[src/rtl/chunk_container_walker_core_macros.svh]
// Assertion macros for the chunk container walker.
// Used by the top level; depends on a clock named clk and a reset named rst_n.
`ifndef CHUNK_CONTAINER_WALKER_CORE_MACROS_SVH
`define CHUNK_CONTAINER_WALKER_CORE_MACROS_SVH

// The consequent must hold in the same cycle as the antecedent.
`define CCW_ASSERT_SAME(label, ante, cons, msg) \
    label: assert property (@(posedge clk) disable iff (!rst_n) (ante) |-> (cons)) \
        else $error(msg);

// The consequent must hold in the cycle after the antecedent.
`define CCW_ASSERT_NEXT(label, ante, cons, msg) \
    label: assert property (@(posedge clk) disable iff (!rst_n) (ante) |=> (cons)) \
        else $error(msg);

`endif

[src/rtl/ccw_pkg.sv]
// Shared types and constants for the chunk container walker.
// No dependencies; imported by every module of the block.
package ccw_pkg;

    localparam int CURSOR_W     = 32;
    localparam int COUNT_W      = 16;
    localparam int FIELD_BYTES  = 4;
    localparam int HEADER_BYTES = 8;

    // Result status codes.
    localparam logic [1:0] ST_FOUND     = 2'd0;
    localparam logic [1:0] ST_NOT_FOUND = 2'd1;
    localparam logic [1:0] ST_TRUNCATED = 2'd2;
    localparam logic [1:0] ST_OVERFLOW  = 2'd3;

    // Configuration register indexes.
    localparam logic CFG_WANTED_TAG  = 1'b0;
    localparam logic CFG_MATCH_INDEX = 1'b1;

    typedef enum logic [3:0] {
        PH_HEADER = 4'b0001,
        PH_TAG    = 4'b0010,
        PH_SIZE   = 4'b0100,
        PH_SKIP   = 4'b1000
    } walk_phase_t;

    typedef struct packed {
        walk_phase_t         phase;
        logic [2:0]          fbc;
        logic [CURSOR_W-1:0] total;
        logic [CURSOR_W-1:0] cursor;
        logic [CURSOR_W-1:0] size;
        logic [CURSOR_W-1:0] skip;
        logic                mismatch;
        logic [COUNT_W-1:0]  matches_left;
        logic                done;
    } walk_state_t;

    typedef struct packed {
        logic [1:0]          status;
        logic [CURSOR_W-1:0] offset;
    } walk_result_t;

endpackage

[src/rtl/ccw_step.sv]
// Next-state and result logic for one container byte.
// Depends on ccw_pkg for the walk state and result types.
module ccw_step
    import ccw_pkg::*;
(
    input  walk_state_t         st,
    input  logic [7:0]          data_byte,
    input  logic                buffer_start,
    input  logic                buffer_end,
    input  logic [31:0]         wanted_tag,
    input  logic [COUNT_W-1:0]  match_index,
    output walk_state_t         st_next,
    output logic                res_valid,
    output walk_result_t        res
);

    logic                at_boundary;
    logic                no_trunc;
    logic                mismatch_now;
    logic [7:0]          tag_byte;
    logic [CURSOR_W-1:0] size_now;
    logic [CURSOR_W:0]   tag_sum;
    logic [CURSOR_W:0]   size_sum;

    always_comb
    begin
        st_next       = st;
        res_valid     = 1'b0;
        res.status    = ST_FOUND;
        res.offset    = '0;
        at_boundary   = 1'b0;
        no_trunc      = 1'b0;
        mismatch_now  = 1'b0;
        tag_byte      = '0;
        size_now      = '0;
        tag_sum       = '0;
        size_sum      = '0;

        if (buffer_start)
        begin
            st_next.phase        = PH_HEADER;
            st_next.fbc          = '0;
            st_next.total        = '0;
            st_next.cursor       = '0;
            st_next.size         = '0;
            st_next.skip         = '0;
            st_next.mismatch     = 1'b0;
            st_next.matches_left = match_index;
            st_next.done         = 1'b0;
        end

        if (!st_next.done)
        begin
            unique case (st_next.phase)
                PH_HEADER:
                begin
                    // Bytes 4 to 7 carry the big-endian total length.
                    if (st_next.fbc[2])
                        st_next.total = {st_next.total[CURSOR_W-9:0], data_byte};
                    if (st_next.fbc == 3'(HEADER_BYTES - 1))
                    begin
                        st_next.fbc    = '0;
                        st_next.cursor = '0;
                        at_boundary    = 1'b1;
                    end
                    else
                        st_next.fbc = st_next.fbc + 3'd1;
                end
                PH_TAG:
                begin
                    case (st_next.fbc[1:0])
                        2'd0:    tag_byte = wanted_tag[31:24];
                        2'd1:    tag_byte = wanted_tag[23:16];
                        2'd2:    tag_byte = wanted_tag[15:8];
                        default: tag_byte = wanted_tag[7:0];
                    endcase
                    mismatch_now     = st_next.mismatch | (data_byte != tag_byte);
                    st_next.mismatch = mismatch_now;
                    tag_sum = {1'b0, st_next.cursor} + (CURSOR_W+1)'(FIELD_BYTES);
                    if (st_next.fbc[1:0] == 2'(FIELD_BYTES - 1))
                    begin
                        st_next.fbc = '0;
                        if (!mismatch_now && st_next.matches_left == '0)
                        begin
                            res_valid  = 1'b1;
                            res.status = ST_FOUND;
                            res.offset = st_next.cursor;
                        end
                        else
                        begin
                            if (!mismatch_now)
                                st_next.matches_left = st_next.matches_left - COUNT_W'(1);
                            if (tag_sum[CURSOR_W])
                            begin
                                res_valid  = 1'b1;
                                res.status = ST_OVERFLOW;
                            end
                            else
                            begin
                                st_next.cursor = tag_sum[CURSOR_W-1:0];
                                st_next.size   = '0;
                                st_next.phase  = PH_SIZE;
                            end
                        end
                    end
                    else
                        st_next.fbc = st_next.fbc + 3'd1;
                end
                PH_SIZE:
                begin
                    size_now     = {st_next.size[CURSOR_W-9:0], data_byte};
                    st_next.size = size_now;
                    size_sum = {1'b0, st_next.cursor} + {1'b0, size_now}
                             + (CURSOR_W+1)'(FIELD_BYTES);
                    if (st_next.fbc[1:0] == 2'(FIELD_BYTES - 1))
                    begin
                        st_next.fbc = '0;
                        if (size_sum[CURSOR_W])
                        begin
                            res_valid  = 1'b1;
                            res.status = ST_OVERFLOW;
                        end
                        else
                        begin
                            st_next.cursor = size_sum[CURSOR_W-1:0];
                            st_next.skip   = size_now;
                            if (size_now == '0)
                                at_boundary = 1'b1;
                            else
                                st_next.phase = PH_SKIP;
                        end
                    end
                    else
                        st_next.fbc = st_next.fbc + 3'd1;
                end
                PH_SKIP:
                begin
                    if (st_next.skip != '0)
                        st_next.skip = st_next.skip - CURSOR_W'(1);
                    if (st_next.skip == '0)
                        at_boundary = 1'b1;
                end
                default:
                begin
                    st_next.done = 1'b1;
                    no_trunc     = 1'b1;
                end
            endcase

            // Chunk boundary: end of the chunk area or start of the next tag.
            if (at_boundary)
            begin
                if (st_next.cursor >= st_next.total)
                begin
                    res_valid  = 1'b1;
                    res.status = ST_NOT_FOUND;
                end
                else
                begin
                    st_next.phase    = PH_TAG;
                    st_next.fbc      = '0;
                    st_next.mismatch = 1'b0;
                end
            end

            if (!res_valid && buffer_end && !no_trunc)
            begin
                res_valid  = 1'b1;
                res.status = ST_TRUNCATED;
            end

            if (res_valid)
            begin
                st_next.done = 1'b1;
                if (res.status != ST_FOUND)
                    res.offset = '0;
            end
        end
    end

endmodule

[src/rtl/ccw_out_fifo.sv]
// Two-entry result queue that decouples the walker from the result consumer.
// Depends on ccw_pkg for the result type.
module ccw_out_fifo
    import ccw_pkg::*;
(
    input  logic         clk,
    input  logic         rst_n,
    input  logic         push,
    input  walk_result_t push_data,
    output logic         full,
    output logic         pop_valid,
    input  logic         pop_ready,
    output walk_result_t pop_data
);

    walk_result_t slot_reg [2];
    logic         wr_ptr_reg;
    logic         wr_ptr_next;
    logic         rd_ptr_reg;
    logic         rd_ptr_next;
    logic [1:0]   count_reg;
    logic [1:0]   count_next;
    logic         pop;

    assign full      = (count_reg == 2'd2);
    assign pop_valid = (count_reg != 2'd0);
    assign pop_data  = slot_reg[rd_ptr_reg];
    assign pop       = pop_valid && pop_ready;

    always_comb
    begin
        wr_ptr_next = push ? ~wr_ptr_reg : wr_ptr_reg;
        rd_ptr_next = pop ? ~rd_ptr_reg : rd_ptr_reg;
        count_next  = count_reg + {1'b0, push} - {1'b0, pop};
    end

    always_ff @(posedge clk or negedge rst_n)
    begin
        if (!rst_n)
        begin
            wr_ptr_reg <= 1'b0;
            rd_ptr_reg <= 1'b0;
            count_reg  <= 2'd0;
        end
        else
        begin
            wr_ptr_reg <= wr_ptr_next;
            rd_ptr_reg <= rd_ptr_next;
            count_reg  <= count_next;
        end
    end

    always_ff @(posedge clk)
    begin
        if (push)
            slot_reg[wr_ptr_reg] <= push_data;
    end

endmodule

[src/rtl/chunk_container_walker_core.sv]
// Top level of the chunk container walker: input register, walk state and result queue.
// Depends on ccw_pkg, ccw_step, ccw_out_fifo and chunk_container_walker_core_macros.svh.

// The walker takes one container byte per cycle with no gaps required between
// transactions, and at most one result comes out per buffer. A byte sits in the input
// register while the combinational state update runs, and its result, if any, is written
// into the result queue, from which it is visible on the output. The input side stalls
// only while the two-entry result queue is full, so one byte per cycle is sustained
// as long as results are taken. Configuration writes are accepted in every cycle;
// match_index takes effect at the next buffer start, wanted_tag on every tag byte.
`include "chunk_container_walker_core_macros.svh"

module chunk_container_walker_core
    import ccw_pkg::*;
(
    input  logic                clk,
    input  logic                rst_n,
    input  logic                in_valid,
    output logic                in_ready,
    input  logic [7:0]          data_byte,
    input  logic                buffer_start,
    input  logic                buffer_end,
    output logic                out_valid,
    input  logic                out_ready,
    output logic [1:0]          status,
    output logic [31:0]         chunk_offset,
    input  logic                cfg_valid,
    output logic                cfg_ready,
    input  logic                cfg_index,
    input  logic [31:0]         cfg_data
);

    logic [31:0]        wanted_tag_reg;
    logic [COUNT_W-1:0] match_index_reg;

    logic               in_vld_reg;
    logic               in_vld_next;
    logic [7:0]         byte_reg;
    logic               start_reg;
    logic               end_reg;

    walk_state_t        st_reg;
    walk_state_t        st_next;
    logic               step_res_valid;
    walk_result_t       step_res;

    logic               fifo_full;
    logic               advance;
    logic               push;
    walk_result_t       out_res;

    assign cfg_ready = 1'b1;
    assign in_ready  = !(in_vld_reg && fifo_full);
    assign advance   = in_vld_reg && !fifo_full;
    assign push      = advance && step_res_valid;

    always_comb
    begin
        in_vld_next = in_vld_reg;
        if (in_valid && in_ready)
            in_vld_next = 1'b1;
        else if (advance)
            in_vld_next = 1'b0;
    end

    always_ff @(posedge clk or negedge rst_n)
    begin
        if (!rst_n)
        begin
            wanted_tag_reg  <= '0;
            match_index_reg <= '0;
        end
        else if (cfg_valid && cfg_ready)
        begin
            unique case (cfg_index)
                CFG_WANTED_TAG:  wanted_tag_reg  <= cfg_data;
                CFG_MATCH_INDEX: match_index_reg <= cfg_data[COUNT_W-1:0];
            endcase
        end
    end

    always_ff @(posedge clk or negedge rst_n)
    begin
        if (!rst_n)
        begin
            in_vld_reg <= 1'b0;
            st_reg     <= '{phase: PH_HEADER, fbc: '0, total: '0, cursor: '0, size: '0,
                            skip: '0, mismatch: 1'b0, matches_left: '0, done: 1'b1};
        end
        else
        begin
            in_vld_reg <= in_vld_next;
            if (advance)
                st_reg <= st_next;
        end
    end

    always_ff @(posedge clk)
    begin
        if (in_valid && in_ready)
        begin
            byte_reg  <= data_byte;
            start_reg <= buffer_start;
            end_reg   <= buffer_end;
        end
    end

    ccw_step u_step (
        .st           (st_reg),
        .data_byte    (byte_reg),
        .buffer_start (start_reg),
        .buffer_end   (end_reg),
        .wanted_tag   (wanted_tag_reg),
        .match_index  (match_index_reg),
        .st_next      (st_next),
        .res_valid    (step_res_valid),
        .res          (step_res)
    );

    ccw_out_fifo u_out_fifo (
        .clk       (clk),
        .rst_n     (rst_n),
        .push      (push),
        .push_data (step_res),
        .full      (fifo_full),
        .pop_valid (out_valid),
        .pop_ready (out_ready),
        .pop_data  (out_res)
    );

    assign status       = out_res.status;
    assign chunk_offset = out_res.offset;

    // A delivered result always ends the walk.
    `CCW_ASSERT_NEXT(a_done_after_result, push, st_reg.done, "walk not idle after result")
    // Bytes that arrive while the walk is idle produce nothing.
    `CCW_ASSERT_SAME(a_idle_quiet, advance && st_reg.done && !start_reg, !step_res_valid,
        "result from an idle walker")
    // Only a found result carries an offset.
    `CCW_ASSERT_SAME(a_offset_zero, out_valid && status != ST_FOUND, chunk_offset == '0,
        "nonzero offset on a result other than found")

endmodule

[config.mk]
export PLATFORM = sky130hd
export DESIGN_NAME = chunk_container_walker_core
export DESIGN_NICKNAME = d
export VERILOG_FILES = /design/src/rtl/ccw_pkg.sv /design/src/rtl/ccw_step.sv /design/src/rtl/ccw_out_fifo.sv /design/src/rtl/chunk_container_walker_core.sv
export VERILOG_INCLUDE_DIRS = /design/src /design/src/rtl
export SDC_FILE = /design/constraint.sdc
export NUM_CORES = 1
export LEC_CHECK = 0
export BUFFER_PORTS_ARGS = -buffer_cell sky130_fd_sc_hd__buf_2
export CORE_MARGIN = 5
export CORE_UTILIZATION = 59
export DETAILED_ROUTE_END_ITERATION = 10
export MAX_ROUTING_LAYER = met4
export PLACE_DENSITY = 0.88
export SYNTH_ARGS = -nofsm -noshare
export SYNTH_HDL_FRONTEND = slang
export SYNTH_SLANG_ARGS = --single-unit
[constraint.sdc]
create_clock -name clk -period 21.9 [get_ports clk]
set_input_delay 4.38 -clock clk [delete_from_list [all_inputs] [get_ports clk]]
set_output_delay 4.38 -clock clk [all_outputs]
set_load 0.05 [all_outputs]
==> implementation parameters, run 1 <==
Parameter                              Value

Global route
  Overall Global Routing Usage ... 33.11%
  Number of antenna violations at the first check in global routing ... 0
  Leftover overflow at the end of global routing ... 0
  Largest net degree at the start of global routing ... 189
  Via count of the first global-routing pass ... 16,270
  Wire length of the first global-routing pass ... 91,640 um

Cells and area
  Layout Nets ... 2,148
  Flip-flop count of the largest register, all copies and words added ... 145
  Share of the core filled with cells in the final layout ... 64.70%
  Fraction of final layout cells sized beyond drive strength 1 ... 15.50%
  Layout area overhead ... 9.001%
  # diodes ... 0
  Finished Layout Cells ... 2,434

Clock network
  CTS sink cnt ... 276
  Resized Gates After CTS ... 0
  CTS tree ... built
  Number of clock buffers inserted by TritonCTS ... 29
  Root buf cell ... sky130_fd_sc_hd__clkbuf_16
  CTS hold repair buffers ... 0
  Clock buffer depth ... 3
  H-tree Lvls ... 1
  Total setup buffers inserted after CTS ... 0
  Clock network latency to the later pin of the worst-skew pair ... 570 ps
  Clock transition at path regs ... 60 ps

Worst setup path
  Critical path startpoint ... start_reg
  Worst-path fanout max ... 188
  Worst r2r dst ... u_out_fifo.slot_reg[1][31]
  Critical path required time ... 22,160 ps
  Worst Setup EP ... u_out_fifo.slot_reg[1][31]
  CP Data Arrival Time ... 9290 ps
  Length in cells of the worst reg-to-reg path ... 26
  Critical path startpoint category ... flop
  Critical path class ... flop to flop
  Critical path capture point type ... flop
  RR Startpoint ... start_reg
  Reg2reg setup slack ... 12,870 ps

Floorplan
  Die Span Y ... 187.5 um
  DIE WIDTH ... 187.5 um
  Placeable Area ... 0.03131 sq mm
  Count of boundary I/O pins ... 85
  Row Count ... 65
  Starting density of the core ... 59.35%
  DIE AREA ... 0.03515 sq mm

Synthesis
  Number of different library cells in the post-synthesis netlist ... 87
  Number of warning messages in the yosys log ... 0
  Number of enable-type register cells in the synthesized netlist ... 78
  Synthesized area per cell ... 9.292 sq um
  Number of nets in the synthesized netlist ... 2,138
  Post-synth top cells ... 196 x sky130_fd_sc_hd__dfrtp_1, 184 x sky130_fd_sc_hd__nand2_1, 151 x sky130_fd_sc_hd__a21oi_1
  Top-area cell type share of the netlist area ... 26.39%
  Most frequent cell after synthesis ... sky130_fd_sc_hd__dfrtp_1
  Post-synthesis cell area ... 0.01858 sq mm
  Cell accounting for the most synthesized area ... sky130_fd_sc_hd__dfrtp_1
  Sequential share of the synthesized area ... 39.28%
  Number of register bits inferred by synthesis ... 276
  Synth top area cells ... sky130_fd_sc_hd__dfrtp_1 26%, sky130_fd_sc_hd__edfxtp_1 13%, sky130_fd_sc_hd__mux2_2 6.8%
  Gate Count Post-Synth ... 2,000
  Async set-reset flop share out of synthesis ... 71.74%
  Post-synth top flop ... sky130_fd_sc_hd__dfrtp_1

Worst hold path
  Worst min-delay path class ... flop to flop

Drt
  Number of routed nets with antenna violations ... 0
  Number of iterations in the first detailed-routing pass ... 6
  Post-detailed-route wirelength per cell ... 23.75 um
  Number of DRC violations after detailed routing ... 0
  Via-to-Cell Ratio ... 6.889
  WL final ... 57,810 um
  Drt initial violations ... 2,430
  Overall via count from detail_route ... 16,770

STA
  Normalized max-slew margin ... 24.85%
  Final hold viol count ... 0
  Max Clock Skew ... 22.19 ps
  Final setup violating endpoints ... 0
  Setup repair after global routing missed its margin ... false
  Crit share post-route ... 41.25%
  Achievable clock frequency ... 0.1107 GHz
  Worst hold margin ... 470.4 ps
  Setup tns final ... 0 ps
  Max-slew violations ... 0
  Worst slew pin tran ... 1099 ps
  Min Clock Period, post-route ... 9034 ps

Placement
  Number of placed instances with taps included ... 2,381
  Final weighted congestion in routability-driven placement ... 1.092
  Estimated wirelength of the detail-placed design ... 40,630 um
  Count of port buffers added during placement ... 83

Flow run
  Maximum capacitance violations ... 0

Power and ir drop
  IR drop worst, VDD ... 0.09907 mV
  Total leakage power ... 8.421 nW
  Power Dens Cells ... 81.81 mW/mm^2

Status
  Run status ... completed
cell usage in the layout (no fill, tap or decap), types with 12 or more instances in the layout:
| cell | n |
|---|---|
| sky130_fd_sc_hd__dfrtp_1 | 196 |
| sky130_fd_sc_hd__nand2_1 | 184 |
| sky130_fd_sc_hd__a21oi_1 | 151 |
| sky130_fd_sc_hd__nor2_1 | 136 |
| sky130_fd_sc_hd__o21ai_0 | 136 |
| sky130_fd_sc_hd__mux2_2 | 113 |
| sky130_fd_sc_hd__ha_1 | 89 |
| sky130_fd_sc_hd__buf_2 | 82 |
| sky130_fd_sc_hd__edfxtp_1 | 78 |
| sky130_fd_sc_hd__nor2b_1 | 59 |
| sky130_fd_sc_hd__nor3b_1 | 57 |
| sky130_fd_sc_hd__xnor2_1 | 56 |
| sky130_fd_sc_hd__inv_1 | 44 |
| sky130_fd_sc_hd__nor3_1 | 42 |
| sky130_fd_sc_hd__nand3_1 | 37 |
| sky130_fd_sc_hd__nand4_1 | 32 |
| sky130_fd_sc_hd__clkbuf_16 | 29 |
| sky130_fd_sc_hd__a22oi_1 | 28 |
| sky130_fd_sc_hd__mux2i_1 | 27 |
| sky130_fd_sc_hd__buf_4 | 27 |
| sky130_fd_sc_hd__nor4_1 | 25 |
| sky130_fd_sc_hd__xor2_1 | 24 |
| sky130_fd_sc_hd__a31oi_1 | 22 |
| sky130_fd_sc_hd__o221ai_1 | 21 |
| sky130_fd_sc_hd__and2_1 | 21 |
| sky130_fd_sc_hd__a21o_1 | 20 |
| sky130_fd_sc_hd__and3_1 | 19 |
| sky130_fd_sc_hd__o22ai_1 | 19 |
| sky130_fd_sc_hd__a211oi_1 | 15 |
| sky130_fd_sc_hd__a221o_1 | 15 |
| sky130_fd_sc_hd__or2_2 | 13 |
| sky130_fd_sc_hd__or4_1 | 12 |
| sky130_fd_sc_hd__a22o_1 | 12 |
layer usage:
layer  up-vias  GRT usage, %  wire length (um)  part of all wire [%]
li1       7467             -                 -                     -
met1      8037         45.09             23590                    41
met2      1062         50.91             26100                    45
met3       203         5.636              5780                    10
met4         0         11.01              2339                   4.0
met5         -             -                 0                     0
how the worst min path moves through the flow:
| stage | slack (ps) | to | depth (start not counted) | from |
|---|---|---|---|---|
| final | 470 | u_out_fifo.rd_ptr_reg | 1 | u_out_fifo.rd_ptr_reg |
| after global routing | 510 | u_out_fifo.rd_ptr_reg | 1 | u_out_fifo.rd_ptr_reg |
| after CTS | 470 | u_out_fifo.rd_ptr_reg | 1 | u_out_fifo.rd_ptr_reg |
| after detailed placement | 460 | u_out_fifo.rd_ptr_reg | 1 | u_out_fifo.rd_ptr_reg |
| after global placement | 460 | st_reg[143] | 2 | st_reg[143] |
| after floorplan | 440 | st_reg[138] | 2 | st_reg[138] |
logic make-up after synthesis:
group / synth area share, %
flops: 39.28
compound gates: 19.21
mux: 8.301
fa+ha+maj: 6.100
other cells: 0.02018
buf+inv: 3.737
xor+xnor: 3.770
simple gates: 19.58
layout make-up:
cell class	count	area [sq um]
well taps	402	503.0
inverters	45	168.9
repair buffers	111	646.9
fillers	2361	11050
multi-input cells	1547	10610
clock inverters	15	241.5
flip-flops and latches	276	7300
clock buffers	38	789.5
worst max-delay path, cell delays in order (launching register included):
cell and delay, ps:
sky130_fd_sc_hd__edfxtp_1 410, sky130_fd_sc_hd__buf_12 290, sky130_fd_sc_hd__inv_2 720, sky130_fd_sc_hd__buf_4 520, sky130_fd_sc_hd__nand2_1 200, sky130_fd_sc_hd__ha_1 380
sky130_fd_sc_hd__inv_1 60, sky130_fd_sc_hd__ha_1 280, sky130_fd_sc_hd__nand3_1 100, sky130_fd_sc_hd__a21oi_1 260, sky130_fd_sc_hd__o2111ai_1 240, sky130_fd_sc_hd__a211oi_1 320
sky130_fd_sc_hd__o21ai_0 170, sky130_fd_sc_hd__a211oi_1 570, sky130_fd_sc_hd__or2_2 860, sky130_fd_sc_hd__mux2_2 410, sky130_fd_sc_hd__a221o_1 310, sky130_fd_sc_hd__ha_1 300
sky130_fd_sc_hd__and4_1 210, sky130_fd_sc_hd__a21oi_1 150, sky130_fd_sc_hd__a211oi_1 80, sky130_fd_sc_hd__or4_1 510, sky130_fd_sc_hd__a221o_1 420, sky130_fd_sc_hd__o21ai_2 160
sky130_fd_sc_hd__a31oi_4 170, sky130_fd_sc_hd__and2_1 210, sky130_fd_sc_hd__buf_4 270
stage by stage:
stage	total power [mW]	area, sq um	worst slack, ps
after floorplan	0.9867	18580	13080
after global placement	1.099	19230	13410
after detailed placement	1.117	19230	13140
after CTS	1.652	20260	13110
after global routing	1.725	20260	12390
final	1.657	20260	12870
report_power, final:
group,leakage [nW],internal [mW],switching [mW],total [mW]
logic,4.55,0.154,0.327,0.481
clock network,0.489,0.324,0.211,0.535
registers,3.38,0.591,0.0505,0.641
Note: power is estimated with default switching activity, not from simulation.
==> run 2, diff against run 1 <==
- clock period: 21.9 -> 9.4 ns (I/O delays scaled with it)
==> implementation parameters, run 2 (synthesis results as in run 1) <==
Parameter                              Value

Status
  Run status ... completed (unchanged)

Cells and area
  Layout Nets ... 2,150 (was 2,148)
  Flip-flop count of the largest register, all copies and words added ... 145 (unchanged)
  Layout area overhead ... 8.719% (was 9.001%)
  Commonest cells after routing, fill and taps aside ... 196 x sky130_fd_sc_hd__dfrtp_1, 184 x sky130_fd_sc_hd__nand2_1, 151 x sky130_fd_sc_hd__a21oi_1 (unchanged)
  Area of all placed cells without fillers ... 0.02020 sq mm (was 0.02026 sq mm)
  Fraction of final layout cells sized beyond drive strength 1 ... 15.49% (was 15.50%)
  Most frequent standard cell in the layout excluding fill and tap cells ... sky130_fd_sc_hd__dfrtp_1 (unchanged)
  # diodes ... 0 (unchanged)

STA
  Normalized max-slew margin ... 19.72% (was 24.85%)
  Achievable clock frequency ... 0.1176 GHz (was 0.1107 GHz)
  Max Clock Skew ... 17.09 ps (was 22.19 ps)
  Crit share post-route ... 90.48% (was 41.25%)
  Setup tns final ... 0 ps (unchanged)
  Setup repair after global routing missed its margin ... false (unchanged)
  Min Clock Period, post-route ... 8505 ps (was 9034 ps)
  Final setup violating endpoints ... 0 (unchanged)
  Final hold viol count ... 0 (unchanged)
  Max-slew violations ... 0 (unchanged)
  Worst slew pin tran ... 1200 ps (was 1099 ps)

Clock network
  Root buf cell ... sky130_fd_sc_hd__clkbuf_16 (unchanged)
  Number of clock buffers inserted by TritonCTS ... 30 (was 29)
  H-tree Lvls ... 1 (unchanged)
  CTS sink cnt ... 276 (unchanged)
  Resized Gates After CTS ... 0 (unchanged)
  CTS hold repair buffers ... 0 (unchanged)
  Clock network latency to the later pin of the worst-skew pair ... 570 ps (about the same)
  CTS tree ... built (unchanged)
  Clock buffer depth ... 3 (unchanged)
  Clock transition at path regs ... 60 ps (about the same)
  Total setup buffers inserted after CTS ... 0 (unchanged)

Floorplan
  Row Count ... 65 (unchanged)
  Die Span Y ... 187.5 um (unchanged)
  DIE AREA ... 0.03515 sq mm (unchanged)
  Placeable Area ... 0.03131 sq mm (unchanged)
  DIE WIDTH ... 187.5 um (unchanged)
  Starting density of the core ... 59.35% (unchanged)
  Count of boundary I/O pins ... 85 (unchanged)

Power and ir drop
  Total leakage power ... 8.415 nW (was 8.421 nW)
  IR drop worst, VDD ... 0.2977 mV (was 0.09907 mV)
  Power Dens Cells ... 187.4 mW/mm^2 (was 81.81 mW/mm^2)

Worst setup path
  Critical path capture point type ... flop (unchanged)
  Worst-path fanout max ... 56 (was 188)
  Worst r2r dst ... u_out_fifo.slot_reg[1][19] (was u_out_fifo.slot_reg[1][31])
  Length in cells of the worst reg-to-reg path ... 27 (was 26)
  Reg2reg setup slack ... 890 ps (was 12,870 ps)
  Critical path class ... flop to flop (unchanged)
  Critical path required time ... 9660 ps (was 22,160 ps)
  RR Startpoint ... start_reg (unchanged)
  Critical path startpoint category ... flop (unchanged)
  CP Data Arrival Time ... 8770 ps (was 9290 ps)

Global route
  Leftover overflow at the end of global routing ... 0 (unchanged)
  Wire length of the first global-routing pass ... 90,470 um (was 91,640 um)
  Number of antenna violations at the first check in global routing ... 0 (unchanged)
  Via count of the first global-routing pass ... 16,030 (was 16,270)
  Largest net degree at the start of global routing ... 132 (was 189)
  Overall Global Routing Usage ... 32.56% (was 33.11%)

Worst hold path
  Worst min-delay path class ... flop to flop (unchanged)
  Hold Path Depth ... 1 (unchanged)
  Sink of the worst hold path ... u_out_fifo.rd_ptr_reg (unchanged)
  HP Start ... u_out_fifo.rd_ptr_reg (unchanged)

Flow run
  Maximum capacitance violations ... 0 (unchanged)

Drt
  Via-to-Cell Ratio ... 6.882 (was 6.889)
  WL final ... 57,710 um (was 57,810 um)
  Post-detailed-route wirelength per cell ... 23.69 um (was 23.75 um)
  Number of routed nets with antenna violations ... 0 (unchanged)
  Drt initial violations ... 2,296 (was 2,430)
  Number of DRC violations after detailed routing ... 0 (unchanged)
  Overall via count from detail_route ... 16,770 (about the same)
  Number of iterations in the first detailed-routing pass ... 7 (was 6)

Placement
  Instance area after placement ... 0.01923 sq mm (about the same)
  Final weighted congestion in routability-driven placement ... 1.013 (was 1.092)
  Estimated wirelength of the detail-placed design ... 41,040 um (was 40,630 um)
  Count of port buffers added during placement ... 83 (unchanged)
## run 2: cell types whose count changed in the layout (fill, tap and decap cells not counted), sizes merged
cell | before | now
clkinvlp | 4 | 1
clkbuf | 39 | 41
bufinv | 6 | 2
clkinv | 5 | 11
buf | 110 | 111
## run 2: power by group
group	internal, mW	switching [mW]	total (mW)
Sequential	1.38	0.113	1.49
Clock	0.685	0.487	1.17
Combinational	0.359	0.765	1.12
## run 2: metal layers
metal  wire length (um)  vias to the layer above  part of all wire [%]  GRT usage, %
met3               5368                      180                   9.3         5.133
met5                  0                        -                     0             -
met4               2012                        0                   3.5         9.684
met1              23420                     8144                    41         43.87
li1                   -                     7464                     -             -
met2              26900                      977                    47         51.47
## run 2: worst max path at each step
| stage | from | endpoint | slack, ps | depth (start not counted) |
|---|---|---|---|---|
| 2_1_floorplan | start_reg | u_out_fifo.slot_reg[0][0] | 580 | 36 |
| 4_1_cts | start_reg | u_out_fifo.slot_reg[1][22] | 1160 | 27 |
| 3_3_place_gp | start_reg | u_out_fifo.slot_reg[1][19] | 1460 | 27 |
| 6_report | start_reg | u_out_fifo.slot_reg[1][19] | 890 | 27 |
| 5_1_grt | start_reg | u_out_fifo.slot_reg[0][31] | 460 | 27 |
| 3_5_place_dp | start_reg | u_out_fifo.slot_reg[1][19] | 1310 | 27 |
## run 2: metrics by stage
step	worst slack (ps)	hold slack, ps	total power [mW]	std cells	utilization (%)
after floorplan	582.8	441.9	2.299	2000	-
after global placement	1463	456.4	2.565	2382	61.41
after detailed placement	1307	463.4	2.598	2382	61.41
after CTS	1163	475.6	3.766	2436	64.53
after global routing	463.3	489.7	3.932	2436	64.53
final	894.5	472.8	3.785	2436	64.53
## run 2: cell type report
class                           instances  area, sq um
Fill cell                            2416        11110
Multi-Input combinational cell       1547        10600
Sequential cell                       276         7300
Clock buffer                           40        849.6
Timing Repair Buffer                  112        654.4
Tap cell                              402        503.0
Inverter                               45        168.9
Clock inverter                         14        126.4
## run 2: worst max-delay path, stage by stage (launching register included)
cell	delay, ps
sky130_fd_sc_hd__edfxtp_1	440
sky130_fd_sc_hd__inv_2	390
sky130_fd_sc_hd__buf_4	620
sky130_fd_sc_hd__nand2_1	210
sky130_fd_sc_hd__inv_1	160
sky130_fd_sc_hd__ha_1	540
sky130_fd_sc_hd__inv_1	390
sky130_fd_sc_hd__a21oi_1	260
sky130_fd_sc_hd__xnor2_1	80
sky130_fd_sc_hd__o21ai_0	270
sky130_fd_sc_hd__o31ai_4	270
sky130_fd_sc_hd__nor2_1	910
sky130_fd_sc_hd__nand4_1	220
sky130_fd_sc_hd__xor2_1	200
sky130_fd_sc_hd__a32oi_1	190
sky130_fd_sc_hd__nand2_1	90
sky130_fd_sc_hd__ha_1	330
sky130_fd_sc_hd__a21o_1	170
sky130_fd_sc_hd__a211oi_1	230
sky130_fd_sc_hd__nand2_1	80
sky130_fd_sc_hd__o221ai_1	280
sky130_fd_sc_hd__a2111oi_0	170
sky130_fd_sc_hd__or4_1	430
sky130_fd_sc_hd__a221o_1	410
sky130_fd_sc_hd__o21ai_2	150
sky130_fd_sc_hd__a31oi_4	170
sky130_fd_sc_hd__and2_1	220
sky130_fd_sc_hd__buf_4	270
